$ cat src/sv/stec_pkg.sv
// shared types and constants for the spanning tree edge classifier
// no dependencies
`default_nettype none

package stec_pkg;

  // width of the endpoint node number fields
  localparam int unsigned END_W = 8;

  // default number of nodes in the parent memory
  localparam int unsigned NODES_DEF = 256;

  // result handed from the control unit to the output register
  typedef struct packed {
    logic valid;
    logic in_tree;
  } res_t;

endpackage

`default_nettype wire

$ cat src/sv/spanning_tree_edge_classifier.sv
// Spanning forest union-find edge classifier, top level with the output register.
// Each edge walks parent links from end_a and then from end_b through a one-read-port parent
// memory, one link per cycle, and links the root of end_a under the root of end_b when they
// differ. After reset, and before any item whose new_graph bit is set is handled, a clearing
// pass writes every memory entry, during which no item is accepted. A finished result waits in
// the output register while the next item is taken.
// depends on stec_pkg, stec_ctrl, stec_ram
`default_nettype none

module spanning_tree_edge_classifier #(
  parameter int unsigned NODES = stec_pkg::NODES_DEF
) (
  input  wire logic                       clk_i,
  input  wire logic                       rst_ni,
  input  wire logic                       in_valid_i,
  output      logic                       in_ready_o,
  input  wire logic                       new_graph_i,
  input  wire logic [stec_pkg::END_W-1:0] end_a_i,
  input  wire logic [stec_pkg::END_W-1:0] end_b_i,
  output      logic                       out_valid_o,
  input  wire logic                       out_ready_i,
  output      logic                       in_tree_o
);

  import stec_pkg::*;

  localparam int unsigned NW = $clog2(NODES);

  res_t          res;
  logic          res_ready;
  logic          mem_we, mem_re;
  logic [NW-1:0] mem_waddr, mem_raddr;
  logic [NW:0]   mem_wdata, mem_rdata;

  logic out_valid_q, out_valid_d;
  logic in_tree_q, in_tree_d;

  stec_ctrl #(
    .NODES(NODES)
  ) u_ctrl (
    .clk_i       (clk_i),
    .rst_ni      (rst_ni),
    .in_valid_i  (in_valid_i),
    .in_ready_o  (in_ready_o),
    .new_graph_i (new_graph_i),
    .end_a_i     (end_a_i),
    .end_b_i     (end_b_i),
    .res_ready_i (res_ready),
    .res_o       (res),
    .mem_we_o    (mem_we),
    .mem_waddr_o (mem_waddr),
    .mem_wdata_o (mem_wdata),
    .mem_re_o    (mem_re),
    .mem_raddr_o (mem_raddr),
    .mem_rdata_i (mem_rdata)
  );

  stec_ram #(
    .WIDTH(NW + 1),
    .DEPTH(NODES)
  ) u_parent_ram (
    .clk_i   (clk_i),
    .we_i    (mem_we),
    .waddr_i (mem_waddr),
    .wdata_i (mem_wdata),
    .re_i    (mem_re),
    .raddr_i (mem_raddr),
    .rdata_o (mem_rdata)
  );

  // output slot is free when empty or being taken this cycle
  assign res_ready = !out_valid_q || out_ready_i;

  always_comb begin
    out_valid_d = out_valid_q;
    in_tree_d   = in_tree_q;
    if (res.valid && res_ready) begin
      out_valid_d = 1'b1;
      in_tree_d   = res.in_tree;
    end else if (out_ready_i) begin
      out_valid_d = 1'b0;
    end
  end

  always_ff @(posedge clk_i or negedge rst_ni) begin
    if (!rst_ni) begin
      out_valid_q <= 1'b0;
    end else begin
      out_valid_q <= out_valid_d;
    end
  end

  always_ff @(posedge clk_i) begin
    in_tree_q <= in_tree_d;
  end

  assign out_valid_o = out_valid_q;
  assign in_tree_o   = in_tree_q;

endmodule

`default_nettype wire

$ cat src/sv/stec_ram.sv
// generic single write port, single read port ram with registered read
// no dependencies
`default_nettype none

module stec_ram #(
  parameter int unsigned WIDTH = 9,
  parameter int unsigned DEPTH = 256
) (
  input  wire logic                     clk_i,
  input  wire logic                     we_i,
  input  wire logic [$clog2(DEPTH)-1:0] waddr_i,
  input  wire logic [WIDTH-1:0]         wdata_i,
  input  wire logic                     re_i,
  input  wire logic [$clog2(DEPTH)-1:0] raddr_i,
  output      logic [WIDTH-1:0]         rdata_o
);

  logic [WIDTH-1:0] mem_q [DEPTH];
  logic [WIDTH-1:0] rdata_q;

  always_ff @(posedge clk_i) begin
    if (we_i) begin
      mem_q[waddr_i] <= wdata_i;
    end
    if (re_i) begin
      rdata_q <= mem_q[raddr_i];
    end
  end

  assign rdata_o = rdata_q;

endmodule

`default_nettype wire

$ cat src/sv/stec_ctrl.sv
// sequencer for the root walks, the link write and the clearing pass
// depends on stec_pkg; drives the parent memory in stec_ram
`default_nettype none

module stec_ctrl #(
  parameter int unsigned NODES = stec_pkg::NODES_DEF
) (
  input  wire logic                       clk_i,
  input  wire logic                       rst_ni,
  input  wire logic                       in_valid_i,
  output      logic                       in_ready_o,
  input  wire logic                       new_graph_i,
  input  wire logic [stec_pkg::END_W-1:0] end_a_i,
  input  wire logic [stec_pkg::END_W-1:0] end_b_i,
  input  wire logic                       res_ready_i,
  output      stec_pkg::res_t             res_o,
  output      logic                       mem_we_o,
  output      logic [$clog2(NODES)-1:0]   mem_waddr_o,
  output      logic [$clog2(NODES):0]     mem_wdata_o,
  output      logic                       mem_re_o,
  output      logic [$clog2(NODES)-1:0]   mem_raddr_o,
  input  wire logic [$clog2(NODES):0]     mem_rdata_i
);

  import stec_pkg::*;

  localparam int unsigned NW = $clog2(NODES);
  localparam int unsigned CW = ((NW > END_W) ? NW : END_W) + 1;
  localparam logic [NW-1:0] LAST = NW'(NODES - 1);

  typedef enum logic [5:0] {
    S_CLEAR  = 6'b000001,
    S_IDLE   = 6'b000010,
    S_START  = 6'b000100,
    S_WALK_A = 6'b001000,
    S_WALK_B = 6'b010000,
    S_RESULT = 6'b100000
  } state_e;

  state_e          state_q, state_d;
  logic            pend_q, pend_d;
  logic [NW-1:0]   clr_q, clr_d;
  logic [END_W-1:0] a_q, a_d, b_q, b_d;
  logic [NW-1:0]   node_q, node_d;
  logic [NW-1:0]   ra_q, ra_d;
  logic            tree_q, tree_d;

  logic            a_ok, b_ok;
  logic            link_valid;
  logic [NW-1:0]   link_node;

  // endpoints at or above the node count are ignored
  assign a_ok = CW'(a_q) < CW'(NODES);
  assign b_ok = CW'(b_q) < CW'(NODES);

  assign link_valid = mem_rdata_i[NW];
  assign link_node  = mem_rdata_i[NW-1:0];

  always_comb begin
    state_d     = state_q;
    pend_d      = pend_q;
    clr_d       = clr_q;
    a_d         = a_q;
    b_d         = b_q;
    node_d      = node_q;
    ra_d        = ra_q;
    tree_d      = tree_q;
    in_ready_o  = 1'b0;
    res_o       = '0;
    mem_we_o    = 1'b0;
    mem_waddr_o = ra_q;
    mem_wdata_o = {1'b1, node_q};
    mem_re_o    = 1'b0;
    mem_raddr_o = node_q;

    unique case (state_q)
      S_CLEAR: begin
        mem_we_o    = 1'b1;
        mem_waddr_o = clr_q;
        mem_wdata_o = '0;
        clr_d       = clr_q + 1'b1;
        if (clr_q == LAST) begin
          clr_d   = '0;
          pend_d  = 1'b0;
          state_d = pend_q ? S_START : S_IDLE;
        end
      end
      S_IDLE: begin
        in_ready_o = 1'b1;
        if (in_valid_i) begin
          a_d     = end_a_i;
          b_d     = end_b_i;
          pend_d  = new_graph_i;
          state_d = new_graph_i ? S_CLEAR : S_START;
        end
      end
      S_START: begin
        if (a_ok && b_ok) begin
          mem_re_o    = 1'b1;
          mem_raddr_o = NW'(a_q);
          node_d      = NW'(a_q);
          state_d     = S_WALK_A;
        end else begin
          tree_d  = 1'b0;
          state_d = S_RESULT;
        end
      end
      S_WALK_A: begin
        mem_re_o = 1'b1;
        if (link_valid) begin
          mem_raddr_o = link_node;
          node_d      = link_node;
        end else begin
          ra_d        = node_q;
          mem_raddr_o = NW'(b_q);
          node_d      = NW'(b_q);
          state_d     = S_WALK_B;
        end
      end
      S_WALK_B: begin
        if (link_valid) begin
          mem_re_o    = 1'b1;
          mem_raddr_o = link_node;
          node_d      = link_node;
        end else begin
          // at the root of end_b: if the roots differ, hang the root of end_a under the root of end_b
          mem_we_o = (node_q != ra_q);
          tree_d   = (node_q != ra_q);
          state_d  = S_RESULT;
        end
      end
      S_RESULT: begin
        res_o.valid   = 1'b1;
        res_o.in_tree = tree_q;
        if (res_ready_i) begin
          state_d = S_IDLE;
        end
      end
      default: begin
        state_d = S_IDLE;
      end
    endcase
  end

  always_ff @(posedge clk_i or negedge rst_ni) begin
    if (!rst_ni) begin
      state_q <= S_CLEAR;
      pend_q  <= 1'b0;
      clr_q   <= '0;
    end else begin
      state_q <= state_d;
      pend_q  <= pend_d;
      clr_q   <= clr_d;
    end
  end

  always_ff @(posedge clk_i) begin
    a_q    <= a_d;
    b_q    <= b_d;
    node_q <= node_d;
    ra_q   <= ra_d;
    tree_q <= tree_d;
  end

`ifndef SYNTHESIS
  a_no_rw_overlap: assert property (@(posedge clk_i) disable iff (!rst_ni)
    !(mem_we_o && mem_re_o))
    else $error("parent memory read and written in the same cycle");

  a_link_not_self: assert property (@(posedge clk_i) disable iff (!rst_ni)
    (mem_we_o && state_q != S_CLEAR) |->
      (mem_wdata_o[NW] && mem_wdata_o[NW-1:0] != mem_waddr_o))
    else $error("link write must set a valid parent other than itself");

  // first result cycle only: the link write is in the cycle that ends the walk
  a_tree_means_link: assert property (@(posedge clk_i) disable iff (!rst_ni)
    (res_o.valid && res_o.in_tree && $past(state_q) == S_WALK_B) |-> $past(mem_we_o))
    else $error("tree edge reported without a link write");

  a_result_to_idle: assert property (@(posedge clk_i) disable iff (!rst_ni)
    (res_o.valid && res_ready_i) |=> (state_q == S_IDLE))
    else $error("control did not return to idle after handing off the result");
`endif

endmodule

`default_nettype wire
$ cat config.mk
export PLATFORM = sky130hd
export DESIGN_NAME = spanning_tree_edge_classifier
export DESIGN_NICKNAME = d
export VERILOG_FILES = /design/src/sv/stec_pkg.sv /design/src/sv/spanning_tree_edge_classifier.sv /design/src/sv/stec_ram.sv /design/src/sv/stec_ctrl.sv
export SDC_FILE = /design/constraint.sdc
export NUM_CORES = 2
export LEC_CHECK = 0
export BUFFER_PORTS_ARGS = -buffer_cell sky130_fd_sc_hd__clkbuf_2
export CAP_MARGIN = 0
export CORE_MARGIN = 1
export CORE_UTILIZATION = 40
export CTS_BUF_LIST = sky130_fd_sc_hd__clkbuf_4 sky130_fd_sc_hd__clkbuf_8
export DETAILED_ROUTE_END_ITERATION = 6
export PLACE_DENSITY = 0.58
export SYNTH_ARGS = -nofsm -noshare
export SYNTH_HDL_FRONTEND = slang
export SYNTH_SLANG_ARGS = --single-unit
$ cat constraint.sdc
create_clock -name clk_i -period 9.65 [get_ports clk_i]
set_input_delay 1.93 -clock clk_i [delete_from_list [all_inputs] [get_ports clk_i]]
set_output_delay 1.93 -clock clk_i [all_outputs]
set_load 0.01 [all_outputs]
======== After elaboration in Yosys (flattened, before gate mapping) ========
Memories as Yosys holds them, arrays and structs flattened. A register that Yosys moved wholly into a read port is not among the register bits.
Index checks and enable logic that the tools add are counted.
storage, ports and cells
  bits in registers ....................... 50
  RAM bits ................................ 2,304
  input port bits ......................... 21
  output and inout port bits .............. 3
  logic and storage cells ................. 64
  memories ................................ 1
cells by class
  $add $sub $neg .......................... 1
  equality and inequality tests ........... 13
  mux-type cells .......................... 27
  bitwise logic cells ..................... 1
  reductions and logical operators ........ 11
memories
  name                depth  bits a word  read ports  clocked after memory_dff  wr ports  line            RTL
  u_parent_ram.mem_q  256    9            1           1                         1         stec_ram.sv:18  logic [WIDTH-1:0] mem_q [DEPTH];
operators by type and width
  kind                                                    number
  case mux 6 bit (6 select lines)                         1
  2-to-1 mux 8 bit                                        4
  2-to-1 mux 6 bit                                        5
  case mux 8 bit (3 select lines)                         1
  2-to-1 mux 1 bit                                        9
  2-to-1 mux 9 bit                                        1
  adder 8 x 1 -> 8 bit (second input constant)            1
  == test 8 bit (second input constant)                   1
  inequality test 2 bit (second input constant)           4
  inequality test 8 bit                                   1
  == test 6 x 1 -> 1 bit (second input constant)          1
  == test 6 x 2 -> 1 bit (second input constant)          1
  == test 6 x 3 -> 1 bit (second input constant)          1
  == test 6 x 4 -> 1 bit (second input constant)          1
  == test 6 x 5 -> 1 bit (second input constant)          1
  == test 6 bit (second input constant)                   1
  2-to-1 mux 3 bit                                        2
  case mux 1 bit (2 select lines)                         3
  AND reduction 2 bit                                     3
  AND reduction 5 bit                                     1
  nonzero test 2 bit                                      2
  AND reduction 3 bit                                     1
  2-to-1 mux 2 bit                                        1
  inequality test 2 x 1 -> 1 bit (second input constant)  1
  5 further kinds                                         5

======== Longest topological paths before layout ========
  depth in word-level cells ............... 5
  mapped depth ............................ 17
  gate-level depth less buffers ........... 11

======== Modules after synthesis ========
A second synthesis with hierarchy kept.
second synthesis, totals
  cells, all modules ...................... 4,462
  area total of the unflattened synthesis .. 91,758.0 µm²
by module, submodules not included
  module                         instances  cells each  area each (µm²)  sequential area each (µm²)
  stec_ram                       1          4,237       89,368.2         69,456.6
  stec_ctrl                      1          220         2,306.0          1,287.5
  spanning_tree_edge_classifier  1          5           83.8             55.1

======== Worst setup path before layout ========
Ideal clock, no wire load.
  path kind ............................... flip-flop to flip-flop
  from .................................... register u_ctrl.state_q[3]
  to ...................................... memory u_parent_ram.mem_q[0][3] (data pin)
  library setup time ...................... 0.865 ns
  data arrival time ....................... 8.993 ns
  required time ........................... 8.785 ns
  slack ................................... -0.208 ns
  cell stages (with the launch flop) ...... 9
  path buffers ............................ 4
  period minus slack after synthesis ...... 9.858 ns
  cell sequence ........................... dfrtp_1 > clkbuf_1 > buf_2 > nor3_1 > nor4bb_1 > inv_2 > clkbuf_1 > clkbuf_1 > and2_1
between the ends
  word-level cells in the longest chain between the ends .. 2
RTL lines
  what                    line                                 RTL
  from (decl)             stec_ctrl.sv:40                      state_e state_q, state_d;
  from (signal assigned)  stec_ctrl.sv:151                     state_q <= state_d;
  == test 6 x 1 -> 1 bit  stec_ctrl.sv:76                      unique case (state_q)
  2-to-1 mux 9 bit        stec_ctrl.sv:76
  named net mem_wdata[3]  spanning_tree_edge_classifier.sv:33  logic [NW:0] mem_wdata, mem_rdata;
  to (decl)               stec_ram.sv:18
The timed path passes the listed nets, and every way through them passes these cells.

======== Worst setup path in the final report ========
  from .................................... register u_ctrl.state_q[2]
  to ...................................... register u_parent_ram.rdata_q[3], in the netlist u_parent_ram.rdata_o[3] (read register of u_parent_ram.mem_q) (data pin)
between the ends
  word-level cells in the longest chain between the ends .. 3
  elaborated cells between the ends (all ways) .. 6
  classes of those cells .................. 3 x eq/ne; 2 x mux; 1 x reduce/logical
RTL lines
  what                                                                     line             RTL
  == test 6 x 3 -> 1 bit / == test 6 x 4 -> 1 bit (equally long branches)  stec_ctrl.sv:76
  OR reduction 2 bit (no line)                                             n/a
  case mux 1 bit (2 select lines)                                          stec_ctrl.sv:76
  to (decl)                                                                stec_ram.sv:19   logic [WIDTH-1:0] rdata_q;
Parallel ways exist; a longest one is shown, timed or not.
A chain may end at the register's enable or synchronous reset.

==> summary.txt <==
Worst setup path
  – Worst path required time: around 10 ns
  – Type of the worst setup path: reg -> reg
  – Critical-path maximum fanout: 85
  – WP data arrival: 7.10 ns
  – Crit end category: flop
  – Startpoint types: flop

Timing
  – Final min period: 6.36 ns
  – Slew HR: 0.140
  – Setup violations, final: 0
  – Slew @ Worst Pin: 1.29 ns
  – Fmax: 157 MHz
  – RSZ-0062 raised after global routing: false
  – Fin Setup TNS: 0 ns
  – Final Max Slew Viols: 0
  – Period utilization: 0.659
  – Fin. Hold Viols: 0
  – Worst setup margin: ~3.3 ns
  – Clk_skew: 0.0809 ns

Placed design
  – RePlAce Congestion: 0.867
  – PortBufs: 23
  – Post-detailed-placement half-perimeter wirelength: 149,000 µm
  – Pre-CTS setup slack: ~3.4 ns

Logic synthesis
  – Number of synthesized flops with an enable pin: 2,339
  – Post-synth top cells: edfxtp_1, nand2_1, nand3_1
  – Synth top area share: 0.750
  – Post-synthesis register bit count: 2,363
  – Synth Instances: 6,937
  – Net Count, Synth: 6,959
  – Syn_area_per_cell: 13.5 µm²
  – Yosys warns: 0
  – Post-synth top area cell: edfxtp_1
  – Top post-synthesis cells by area: edfxtp_1, nand2_1, nand3_1
  – Netlist cell types: 71
  – Post-synth ARST share: 0.00677
  – Synthesized cell area: 93,700 µm²
  – Main synth FF type: edfxtp_1
  – Most common cell in the netlist: edfxtp_1
  – Register area share after synthesis: 0.756

Route
  – DRC: 0
  – Final WL: approximately 270,000 µm
  – Drt wl/cell: about 26 µm
  – Via Count: 58,800
  – DRT iter0 DRCs: 7,283
  – Antenna-violating nets left: 0
  – TritonRoute pass-1 iters: 6
  – Via/cell ratio: ~5.6

Hold path
  – Worst hold path class: reg -> reg

Global route
  – First-pass GRT wire length: around 390,000 µm
  – Initial antenna violation count: 9
  – Number of global-route vias before repair: 55,700
  – Total congestion overflow: 0
  – Gr usage total: 0.221
  – Largest net degree at the start of global routing: between 200 and 250

Clock tree
  – Hold buffers post-CTS: 0
  – Sink Count: 2,363
  – CTS tree: yes
  – Post-CTS sizing: 0
  – Root Buffer: clkbuf_8
  – H-tree depth: 5
  – Reg clk slew, reported paths: ~0.06 ns
  – Clock buffer count from CTS: 394
  – Clock Path Buffers: 4
  – Clock Latency Late Sink: 1.10 ns
  – Post-CTS Setup Bufs: 0

Die
  – I/O pin count: 24
  – Initial core utilization: 0.402
  – DIE AREA: 236,000 µm²
  – Die Ht: 486 µm
  – # rows: about 180
  – Chip width: 486 µm
  – Placeable core area: 233,000 µm²

Power and ir drop
  – Pleak: 33.9 nW
  – Worst VDD drop: 0.522 mV
  – Pwr Density: 331 nW/µm²

Flow run
  – Max Cap Violations: 0

Status
  – Status: complete, no violations

Cells and area
  – Area Growth Syn to Fin: 11.1%
  – NumNets Final: 7,035
  – Fillcell total: 20,600
  – Layout cells sized above 1: 0.112
[sequential cells by signal (all words and copies together), names as in the netlist, 6 cells and up]
name / flops
u_parent_ram.mem_q: 2304
u_ctrl.node_q: 8
u_ctrl.state_q: 6
u_parent_ram.rdata_o: 9
u_ctrl.ra_q: 8
u_ctrl.clr_q: 8
u_ctrl.b_q: 8
u_ctrl.a_q: 8
[cells in the final DEF, fill, tap and decap left out, types with 23 or more instances in the layout]
master	count
edfxtp_1	2339
a21oi_1	192
nand4_1	90
nor2_1	291
clkbuf_4	142
clkinv_1	92
mux4_2	24
and3_1	51
a32oi_1	81
o2111ai_1	64
clkbuf_2	23
clkbuf_8	407
o21ai_0	74
o311ai_0	24
a31oi_1	147
clkinv_2	26
mux2i_1	130
nand2_1	1885
nand3_1	742
buf_4	103
o211ai_1	47
[stage by stage]
step / cell area (µm²) / power (mW) / hold slack [ns] / instances / util
2_1_floorplan: 93700 / 21.6 / 0.457 / 6937 / -
3_3_place_gp: 96800 / 26.1 / 0.509 / 9747 / 0.416
3_5_place_dp: 96800 / 26.3 / 0.518 / 9749 / 0.416
4_1_cts: 104000 / 34.6 / 0.521 / 10400 / 0.447
5_1_grt: 104000 / 35.9 / 0.524 / 10400 / 0.447
6_report: 104000 / 34.5 / 0.534 / 10400 / 0.447
[critical path, stage by stage, from the launching register on]
cell	delay (ns)
dfrtp_1	0.62
xnor2_1	0.20
a211o_1	0.39
or4_4	0.66
nand2_8	0.54
buf_4	0.88
buf_4	0.67
nand3_1	0.15
a21oi_1	0.31
o2111ai_1	0.38
nor3_1	0.88
a2111oi_2	0.11
[report_power, final]
| group | switching (mW) | leakage (nW) | internal [mW] |
|---|---|---|---|
| Combinational | 10.0 | 8.76 | 3.08 |
| Sequential | 0.109 | 21.3 | 12.9 |
| Clock | 3.92 | 3.87 | 4.47 |
| Total | 14.0 | 33.9 | 20.5 |
[path summary, 6_finish.rpt]
kind	startpoint	cells past startpoint	end	slack [ns]
min in group asynchronous	rst_ni	1	u_ctrl.state_q[3]	0.83
setup reg to reg	u_ctrl.state_q[2]	11	u_parent_ram.rdata_o[3]	3.29
hold / removal	u_ctrl.node_q[7]	0	u_ctrl.ra_q[7]	0.53
setup / recovery	u_ctrl.state_q[2]	11	u_parent_ram.rdata_o[3]	3.29
max in group asynchronous	rst_ni	1	u_ctrl.clr_q[2]	8.41
hold reg to reg	u_ctrl.node_q[7]	0	u_ctrl.ra_q[7]	0.53
[layer usage]
layer,part of all wire,vias to the layer above,global-route usage
met5,0.000049,-,0
met4,0.033,2,0.0787
met3,0.088,476,0.0408
met2,0.46,2860,0.340
met1,0.42,29600,0.314
li1,-,25900,-
[final cells by class]
cell class / instances / area (µm²) / area share
clock inverter: 127 / 593 / 0.00570
tap: 3132 / 3920 / 0.0377
antenna: 2 / 5.00 / 0.0000481
clock buffer: 549 / 6670 / 0.0641
inverter: 15 / 83.8 / 0.000806
timing repair buffer: 139 / 1150 / 0.0110
sequential: 2363 / 70800 / 0.680
multi-input combinational: 4100 / 20800 / 0.200
[cell families (layout without fill, tap and decap cells)]
group,Yosys count,after routing,synth area share
AND/OR/NAND/NOR,3204,3204,0.147
flip-flops,2363,2363,0.756
AO/OA/AOI/OAI,728,728,0.0525
buffers and inverters,474,830,0.0239
multiplexers,154,154,0.0197
XOR/XNOR,13,13,0.00122
adder cells (fa/ha/maj),1,1,0.000134
other,0,2,0
No activity file was read; power rests on OpenSTA's default activity.
